`src/rtl/psrl_pkg.sv`:
```
// ---------------------------------------------------------------------------
// psrl_pkg
// Shared widths, register codes and the token/commit word types of the
// per-source connection rate limiter.
// ---------------------------------------------------------------------------
`default_nettype none

package psrl_pkg;

    localparam int ADDR_W     = 32;
    localparam int TIME_W     = 32;
    localparam int COUNT_W    = 8;
    localparam int WINDOW_W   = 16;
    localparam int LIMIT_W    = 8;
    localparam int CFG_IDX_W  = 2;
    localparam int CFG_DATA_W = 16;

    localparam logic [CFG_IDX_W-1:0] REG_WINDOW_SECONDS = 2'd0;
    localparam logic [CFG_IDX_W-1:0] REG_MAX_ATTEMPTS   = 2'd1;

    localparam logic [WINDOW_W-1:0] WINDOW_RESET = 16'd15;
    localparam logic [LIMIT_W-1:0]  LIMIT_RESET  = 8'd5;
    localparam logic [COUNT_W-1:0]  COUNT_MAX    = 8'hFF;

    // lookup word walking down the cell chain
    typedef struct packed {
        logic               valid;
        logic [ADDR_W-1:0]  addr;
        logic [TIME_W-1:0]  now;
        logic               hit;
        logic               spare;
        logic [COUNT_W-1:0] hit_count;
        logic               hit_expired;
    } psrl_token_t;

    // table update broadcast to all cells
    typedef struct packed {
        logic               en;
        logic               use_hit;
        logic               restart;
        logic [ADDR_W-1:0]  addr;
        logic [TIME_W-1:0]  now;
        logic [COUNT_W-1:0] count;
    } psrl_commit_t;

endpackage

`default_nettype wire

```
`src/rtl/psrl_cell.sv`:
```
// ---------------------------------------------------------------------------
// psrl_cell
// One table entry. Compares the passing lookup word against its entry,
// marks itself as first hit or first spare, and applies the broadcast update.
// ---------------------------------------------------------------------------
`default_nettype none

module psrl_cell (
    input  wire logic                            aclk,
    input  wire logic                            aresetn,
    input  wire logic [psrl_pkg::WINDOW_W-1:0]   window_seconds,
    input  wire psrl_pkg::psrl_token_t           tok_in,
    output psrl_pkg::psrl_token_t                tok_out,
    input  wire psrl_pkg::psrl_commit_t          commit
);

    logic                             valid_reg;
    logic [psrl_pkg::ADDR_W-1:0]      addr_reg;
    logic [psrl_pkg::COUNT_W-1:0]     count_reg;
    logic [psrl_pkg::TIME_W-1:0]      start_reg;
    logic                             mark_hit_reg;
    logic                             mark_spare_reg;
    psrl_pkg::psrl_token_t            tok_reg;
    psrl_pkg::psrl_token_t            tok_next;

    logic [psrl_pkg::TIME_W-1:0]      elapsed;
    logic                             expired;
    logic                             match;
    logic                             first_hit;
    logic                             first_spare;
    logic                             selected;

    assign elapsed     = tok_in.now - start_reg;
    assign expired     = elapsed > {{(psrl_pkg::TIME_W-psrl_pkg::WINDOW_W){1'b0}},
                                    window_seconds};
    assign match       = valid_reg && (addr_reg == tok_in.addr);
    assign first_hit   = tok_in.valid && !tok_in.hit && match;
    assign first_spare = tok_in.valid && !tok_in.spare && (!valid_reg || expired);
    assign selected    = commit.use_hit ? mark_hit_reg : mark_spare_reg;

    always_comb begin
        tok_next       = tok_in;
        tok_next.hit   = tok_in.hit | match;
        tok_next.spare = tok_in.spare | (!valid_reg || expired);
        if (first_hit) begin
            tok_next.hit_count   = count_reg;
            tok_next.hit_expired = expired;
        end
    end

    always_ff @(posedge aclk) begin
        if (!aresetn) begin
            valid_reg      <= 1'b0;
            mark_hit_reg   <= 1'b0;
            mark_spare_reg <= 1'b0;
            tok_reg        <= '0;
        end else begin
            tok_reg <= tok_next;
            if (tok_in.valid) begin
                mark_hit_reg   <= first_hit;
                mark_spare_reg <= first_spare;
            end
            if (commit.en && selected) begin
                valid_reg <= 1'b1;
            end
        end
    end

    always_ff @(posedge aclk) begin
        if (commit.en && selected) begin
            addr_reg  <= commit.addr;
            count_reg <= commit.count;
            if (commit.restart) begin
                start_reg <= commit.now;
            end
        end
    end

    assign tok_out = tok_reg;

endmodule

`default_nettype wire

```
`src/rtl/per_source_connection_rate_limiter.sv`:
```
// ---------------------------------------------------------------------------
// per_source_connection_rate_limiter
// Fixed-window connection rate limiter keyed by source IPv4 address.
// ---------------------------------------------------------------------------
// Usage:
//   s_ channel: one word per connection attempt (source address, time in
//   seconds). m_ channel: one word per attempt (allowed, attempt count,
//   untracked). cfg_we/cfg_index/cfg_wdata write window_seconds (index 0)
//   and max_attempts (index 1); other indexes are ignored.
//   The lookup word walks the chain of TABLE_ENTRIES cells, one cell per
//   cycle, and lands in the tail register; from there the result and the
//   table update are formed, the result into the output register.
//   One attempt is in flight at a time, so the time an attempt takes is
//   set by the length of the cell chain.
//   s_ready is high while no attempt is in flight, even while a result
//   waits on m_ready. A stalled receiver holds the finished lookup at the
//   chain tail until the output register frees, which holds off s_ready.
//   Reset (aresetn low, synchronous) empties the table and restores
//   window_seconds 15 and max_attempts 5; no clearing pass is needed.
// ---------------------------------------------------------------------------
`default_nettype none

module per_source_connection_rate_limiter #(
    parameter int TABLE_ENTRIES = 16
) (
    input  wire logic                              aclk,
    input  wire logic                              aresetn,
    input  wire logic                              s_valid,
    output logic                                   s_ready,
    input  wire logic [psrl_pkg::ADDR_W-1:0]       s_source_address,
    input  wire logic [psrl_pkg::TIME_W-1:0]       s_now_seconds,
    output logic                                   m_valid,
    input  wire logic                              m_ready,
    output logic                                   m_allowed,
    output logic [psrl_pkg::COUNT_W-1:0]           m_attempt_count,
    output logic                                   m_untracked,
    input  wire logic                              cfg_we,
    input  wire logic [psrl_pkg::CFG_IDX_W-1:0]    cfg_index,
    input  wire logic [psrl_pkg::CFG_DATA_W-1:0]   cfg_wdata
);

    logic [psrl_pkg::WINDOW_W-1:0]  window_reg;
    logic [psrl_pkg::LIMIT_W-1:0]   limit_reg;
    logic                           busy_reg;
    psrl_pkg::psrl_token_t          tail_reg;
    logic                           m_valid_reg;
    logic                           allowed_reg;
    logic [psrl_pkg::COUNT_W-1:0]   count_out_reg;
    logic                           untracked_reg;

    psrl_pkg::psrl_token_t          tok [TABLE_ENTRIES+1];
    psrl_pkg::psrl_token_t          head_tok;
    psrl_pkg::psrl_commit_t         commit;

    logic                           accept;
    logic                           finish;
    logic                           tracked;
    logic [psrl_pkg::COUNT_W-1:0]   base_count;
    logic [psrl_pkg::COUNT_W-1:0]   new_count;

    assign s_ready = !busy_reg;
    assign accept  = s_valid && s_ready;
    // retire the lookup once the output register is free
    assign finish  = tail_reg.valid && (!m_valid_reg || m_ready);

    always_comb begin
        head_tok           = '0;
        head_tok.valid     = accept;
        head_tok.addr      = s_source_address;
        head_tok.now       = s_now_seconds;
    end

    assign tok[0] = head_tok;

    for (genvar g = 0; g < TABLE_ENTRIES; g++) begin : g_cell
        psrl_cell u_cell (
            .aclk           (aclk),
            .aresetn        (aresetn),
            .window_seconds (window_reg),
            .tok_in         (tok[g]),
            .tok_out        (tok[g+1]),
            .commit         (commit)
        );
    end

    assign tracked    = tail_reg.hit || tail_reg.spare;
    assign base_count = (tail_reg.hit && !tail_reg.hit_expired) ? tail_reg.hit_count
                                                                : '0;
    assign new_count  = (base_count == psrl_pkg::COUNT_MAX) ? base_count
                                                            : base_count + 8'd1;

    always_comb begin
        commit         = '0;
        commit.en      = finish && tracked;
        commit.use_hit = tail_reg.hit;
        commit.restart = !tail_reg.hit || tail_reg.hit_expired;
        commit.addr    = tail_reg.addr;
        commit.now     = tail_reg.now;
        commit.count   = new_count;
    end

    always_ff @(posedge aclk) begin
        if (!aresetn) begin
            window_reg     <= psrl_pkg::WINDOW_RESET;
            limit_reg      <= psrl_pkg::LIMIT_RESET;
            busy_reg       <= 1'b0;
            tail_reg       <= '0;
            m_valid_reg    <= 1'b0;
        end else begin
            if (cfg_we) begin
                case (cfg_index)
                    psrl_pkg::REG_WINDOW_SECONDS: window_reg <= cfg_wdata;
                    psrl_pkg::REG_MAX_ATTEMPTS:
                        limit_reg <= cfg_wdata[psrl_pkg::LIMIT_W-1:0];
                    default: ;
                endcase
            end
            if (accept) begin
                busy_reg <= 1'b1;
            end else if (finish) begin
                busy_reg <= 1'b0;
            end
            if (tok[TABLE_ENTRIES].valid) begin
                tail_reg <= tok[TABLE_ENTRIES];
            end else if (finish) begin
                tail_reg.valid <= 1'b0;
            end
            if (finish) begin
                m_valid_reg <= 1'b1;
            end else if (m_ready) begin
                m_valid_reg <= 1'b0;
            end
        end
    end

    always_ff @(posedge aclk) begin
        if (finish) begin
            allowed_reg   <= !tracked || !(new_count > limit_reg);
            count_out_reg <= tracked ? new_count : '0;
            untracked_reg <= !tracked;
        end
    end

    assign m_valid         = m_valid_reg;
    assign m_allowed       = allowed_reg;
    assign m_attempt_count = count_out_reg;
    assign m_untracked     = untracked_reg;

endmodule

`default_nettype wire

```
`config.mk`:
```
export PLATFORM = sky130hd
export DESIGN_NAME = per_source_connection_rate_limiter
export DESIGN_NICKNAME = d
export VERILOG_FILES = /design/src/rtl/psrl_pkg.sv /design/src/rtl/psrl_cell.sv /design/src/rtl/per_source_connection_rate_limiter.sv
export SDC_FILE = /design/constraint.sdc
export NUM_CORES = 2
export LEC_CHECK = 0
export BUFFER_PORTS_ARGS = -buffer_cell sky130_fd_sc_hd__buf_2
export CAP_MARGIN = 20
export CORE_UTILIZATION = 35
export CTS_BUF_LIST = sky130_fd_sc_hd__clkbuf_8
export CTS_CLUSTER_DIAMETER = 60
export DETAILED_ROUTE_END_ITERATION = 10
export GPL_ROUTABILITY_DRIVEN = 0
export GPL_TIMING_DRIVEN = 0
export HOLD_SLACK_MARGIN = 0.03
export PLACE_DENSITY = 0.57
export SETUP_SLACK_MARGIN = 0.1
export SYNTH_ARGS = -nofsm -noshare
export SYNTH_HDL_FRONTEND = slang
export SYNTH_HIERARCHICAL = 1
export SYNTH_SLANG_ARGS = --single-unit
```
`constraint.sdc`:
```
create_clock -name aclk -period 5.65 [get_ports aclk]
set_input_delay 0.565 -clock aclk [delete_from_list [all_inputs] [get_ports aclk]]
set_output_delay 0.565 -clock aclk [all_outputs]
set_load 0.05 [all_outputs]
```
# Word-level counts from Yosys, hierarchy flattened
# Index checks and enable logic that the tools add are counted.
# word_totals
mem_count	0
out_inout_bits	12
latchBits	0
ramBits	0
rom_bits	0
register_bits	2528
in_bits	87
# op_classes
shift	0
n_addsub	17
n_reduce_logical	193
mul	0
bitwise_logic	30
n_eq_ne	18
magnitude_cmp	17
n_div	0
muxes	38
# op_table
op	count
32-bit equality test	16
32-bit by 16-bit greater-than comparator with 1-bit output	16
32-bit subtractor	16
9-bit two-way mux	15
1-bit logical AND	98
1-bit zero test	52
2-bit AND reduction	19
1-bit OR	30
1-bit two-way mux	21
1-bit logical OR	20
8-bit two-way mux	2
8-bit by 1-bit adder with 8-bit output, second input constant	1
8-bit equality test, second input constant	1
8-bit greater-than comparator	1
2-bit nonzero test	3
2-bit by 1-bit equality test with 1-bit output, second input constant	1
2-bit zero test	1

# Depth between registers and ports, before layout
# depth
word_depth	8
mapped_depth	19
ltp_nobuf	19

# By module
# The synthesis kept the hierarchy.
# by_module_without_submodules
module	n_inst	area_each_um2	cells_each
psrl_cell (g_cell[10].u_cell ...)	9	7303.3	687
psrl_cell (g_cell[6].u_cell ...)	4	7234.4	662
psrl_cell (g_cell[12].u_cell ...)	2	7608.5	723
psrl_cell (g_cell[0].u_cell)	1	7334.5	689
per_source_connection_rate_limiter	1	4626.9	441

# Worst setup path before layout
# OpenSTA, ideal clock, no wires.
# synth_timing
kind	register to register
from	register m_valid_reg, in the netlist m_valid
to	register g_cell[6].u_cell/start_reg[0] (netlist name) (enable)
stages_incl_launch_ff	6
setup_slack_ns	0.576
path_buffers	0
synth_period_minus_slack_ns	5.074
arrival_time_ns	4.682
path_cell_list	dfxtp_1 nor2b_1 nor2b_1 nor2b_1 nor2b_1 and2_1
# synth_lines
item	line_no	rtl
start, declared	per_source_connection_rate_limiter.sv:46	logic m_valid_reg;
start signal, assigned	per_source_connection_rate_limiter.sv:108	m_valid_reg <= 1'b0;
start signal, assigned	per_source_connection_rate_limiter.sv:129	m_valid_reg <= 1'b1;
start signal, assigned	per_source_connection_rate_limiter.sv:131	m_valid_reg <= 1'b0;
end signal, assigned	psrl_cell.sv:74	start_reg <= commit.now;
end, declared	psrl_cell.sv:20	logic [psrl_pkg::TIME_W-1:0] start_reg;

# Worst setup path in the final report
# layout_timing
from	register g_cell[6].u_cell/start_reg[3] (netlist name)
to	register g_cell[6].u_cell.mark_spare_reg
# layout_between
elab_chain_len	4
# layout_lines
item	line_no	rtl
32-bit subtractor	psrl_cell.sv:33	assign elapsed = tok_in.now - start_reg;
32-bit by 16-bit greater-than comparator with 1-bit output	psrl_cell.sv:34	assign expired = elapsed > {{(psrl_pkg::TIME_W-psrl_pkg::WINDOW_W){1'b0}},
1-bit logical OR	psrl_cell.sv:38	assign first_spare = tok_in.valid && !tok_in.spare && (!valid_reg || expired);
1-bit logical AND	psrl_cell.sv:38	
end signal, assigned	psrl_cell.sv:61	mark_spare_reg <= first_spare;
end, declared	psrl_cell.sv:22	logic mark_spare_reg;
# No other way between the ends.
# A chain may end at the register's enable or synchronous reset.

==> qor.yml <==
outcome: "finished clean"
netlist_area_mm2: 0.122
routedWlPerCell_um: 20.2
crit_type: "reg -> reg"
yosysMostFrequentCell: "dfxtp_1"
nets: 12955
synth_top_family_by_area: "simple AND/OR/NAND/NOR gates"
synth_xor_area_share_pct: 5.70
fin_util_pct: 40.3
grt.total_usage_pct: 19.3
synth_top_area_share_pct: 28.6
path_cells: "inv_1, ha_1, and2_4, a221o_1, o21a_1, or2_2, a21oi_1, xnor2_1, ha_1, nand4_1, nor4_2, o22ai_1, a2111o_1, nor4_2, nand4_1, a221o_1"
period_minus_slack_ps: 5370
synth-compound-area-share_pct: 13.3
dp_hpwl_mm: 262
antenna_found_initial: 12
syn_avg_cell_area_um2: 10.7
htree_num_levels: 5
fin_crit_sh_pct: 95.1
die_h_um: 592
areaGrowthSynthToFinish_pct: 14.4
required_ps: 6540
synth.top_cells.by_area: "edfxtp_1 29%, dfxtp_1 22%, ha_1 7.8%, and2_1 5.3%, xnor2_1 3.6%"
final_cells: 17030
num-fill-cells: 33548
largest_reg_flops: 1216
cts_tree: "built"
drive_above_1_share_pct: 11.3
synth-edff-count: 1162
initial_core_util_pct: 35.2
cp_max_fo: 4
leakagePower_nw: 55.4
yosysWarnings: 6
clock_sink_count: 2528
fmax_ghz: 0.186
ir_worst_vdd_mv: 0.178
yosys.area.top_type: "edfxtp_1"
synthArstFlopShare_pct: 0
setup-violations-final: 0
critPathArrivalTime_ps: 6260
rsz0062_at_grt: "no"
skew_ps: 101
netlist_top_cells_count: "1366 x dfxtp_1, 1162 x edfxtp_1, 1028 x and2_1, 976 x inv_1, 761 x ha_1"
grt_pass1_vias: 83561
powerDensity_mw_per_mm2: 264
ys_ff_latch: 2528
drt_wl_total_mm: 343
ios: 99
drc: 0
drt-pass1-iter-count: 6
core-area_mm2: 0.346
synth.area.mux_share_pct: 1.52
cp-end-kind: "flop"
clk_pin_slew_worst_paths_ps: 60
r2r-start: "g_cell[6].u_cell/start_reg[3]"
multi_input_area_mm2: 0.0539
vias: 86214
cts-buffers-inserted: 407
row_count: 216
antenna_left: 0
dieArea_mm2: 0.350
root_buffer: "clkbuf_8"
synth_top_flop_cell: "dfxtp_1"
die_x_um: 592
ff2ff_path_depth: 16
min_path_type: "in -> reg"
maxSlewViolCount: 0
clk_latency_ps: 1020
whs_path_depth: 5
drt-vias-per-instance: 5.06
grt_pass1_wl_mm: 520
synthDistinctLibCells: 128
critical_path.slowest_cell: "nor4_2"
r2r_slack_ps: 280
clock_path_buffers: 4
hold_violations: 0
grt-ovfl-total: 0
synth-simple-area-share_pct: 15.4
start_kind: "flop"
drtIter0Drc: 6670
yosysSeqAreaShare_pct: 51.1
worstHoldStart: "cfg_index[1]"
port_buffers: 98
seqCellArea_mm2: 0.0623
synthAdderAreaFrac_pct: 8.08
maxCapViolations: 0
max_stage_delay_ps: 610
grt_max_degree: 52
min_to: "window_reg[13]"
worst_pin_slew_ps: 1130
max_slew_margin_pct: 24.9
synthCells: 11407
placedCellCount: 16166
holdWs_ps: 157
rr_endpoint: "g_cell[6].u_cell/mark_spare_reg"
## metrics by stage
stage	worst slack [ps]	TNS, ps	instance area (µm²)	total power, mW
finish	278	0	139000	36.9
global route	126	0	139000	38.3
CTS	208	0	139000	37.4
detailed placement	49.1	0	130000	20.8
global placement	-3680	-2914810	128000	20.8
floorplan	576	0	122000	20.4
## worst max-delay path: cells and delay by family (launching register included)
family / cells / cell delay, ps
AOI/OAI and AO/OA: 6 / 1920
and+or+nand+nor: 6 / 2240
adders and majority gates: 2 / 630
buffers and inverters: 1 / 40
DFF: 1 / 320
xor gates and xnor gates: 1 / 130
## final cells by class
| type | count | share of cell area (%) |
|---|---|---|
| Buffer | 377 | 1.66 |
| Tap cell | 4578 | 4.11 |
| Inverter | 988 | 2.66 |
| Sequential cell | 2528 | 44.7 |
| Clock inverter | 246 | 1.13 |
| Timing Repair Buffer | 262 | 2.08 |
| Clock buffer | 511 | 5.04 |
| Multi-Input combinational cell | 7527 | 38.6 |
| Antenna cell | 13 | 0.0233 |
## power breakdown
| part | internal (mW) | switching (mW) | total [mW] |
|---|---|---|---|
| clock network | 8.95 | 7.44 | 16.4 |
| registers | 19.1 | 0.102 | 19.2 |
| logic | 0.523 | 0.794 | 1.32 |
| total | 28.5 | 8.33 | 36.9 |
## cell usage in the layout (no fill, tap or decap), drive strengths merged, types with 31 or more instances in the layout
cell,Yosys,routed
dfxtp,1366,1366
edfxtp,1162,1162
inv,977,1116
and2,1034,1034
ha,761,761
nand2,731,731
a21oi,720,720
clkbuf,167,678
xnor2,516,516
nor2,515,515
buf,210,381
o21ai,355,355
nand4,327,327
xor2,269,269
nor2b,220,220
mux2i,179,179
a21o,163,163
o211ai,147,147
nor3,144,144
o21a,124,124
a31oi,123,123
nor4,115,115
nand3,105,105
dlygate4sd3,0,91
clkinv,11,86
a211oi,66,66
or3,61,61
a21boi,56,56
nand2b,53,53
o21bai,45,45
o22ai,44,44
a2111oi,42,42
or2,38,38
a211o,36,36
o2111ai,33,33
a221oi,32,32
o2111a,31,31
o311ai,31,31
## how the worst max path moves through the flow
stage	to	from
after floorplan	g_cell[6].u_cell/start_reg[0]	m_valid
after detailed placement	g_cell[9].u_cell/mark_spare_reg	g_cell[9].u_cell/start_reg[4]
after global placement	g_cell[3].u_cell/start_reg[29]	m_ready
after CTS	g_cell[6].u_cell/mark_spare_reg	g_cell[6].u_cell/start_reg[3]
final	g_cell[6].u_cell/mark_spare_reg	g_cell[6].u_cell/start_reg[3]
after global routing	g_cell[8].u_cell/mark_spare_reg	g_cell[7].u_cell/tok_out[11]
## logic make-up (layout without fill, tap and decap cells)
kind of cell    count (synthesis)  after routing
buf+inv                      1365           2384
fa+ha+maj                     777            777
other cells                     1             27
compound gates               2318           2318
mux                           184            184
xor+xnor                      785            785
simple gates                 3449           3449
flops                        2528           2528
## timing repair
action                                 CTS  global route
pin swaps                                0             1
endpoints found under the hold margin   90             0
setup endpoints to repair                3             6
setup buffers                            0             1
hold buffers                            91             0
gates resized for setup                  1             2
## layer usage
layer	up-vias	wire length [µm]	track usage, %
met1	41717	166000	27.8
met2	2211	153000	30.6
li1	41833	-	-
met3	451	18600	2.62
met4	2	6750	4.22
met5	-	15	0
No activity file was read; power rests on OpenSTA's default activity.
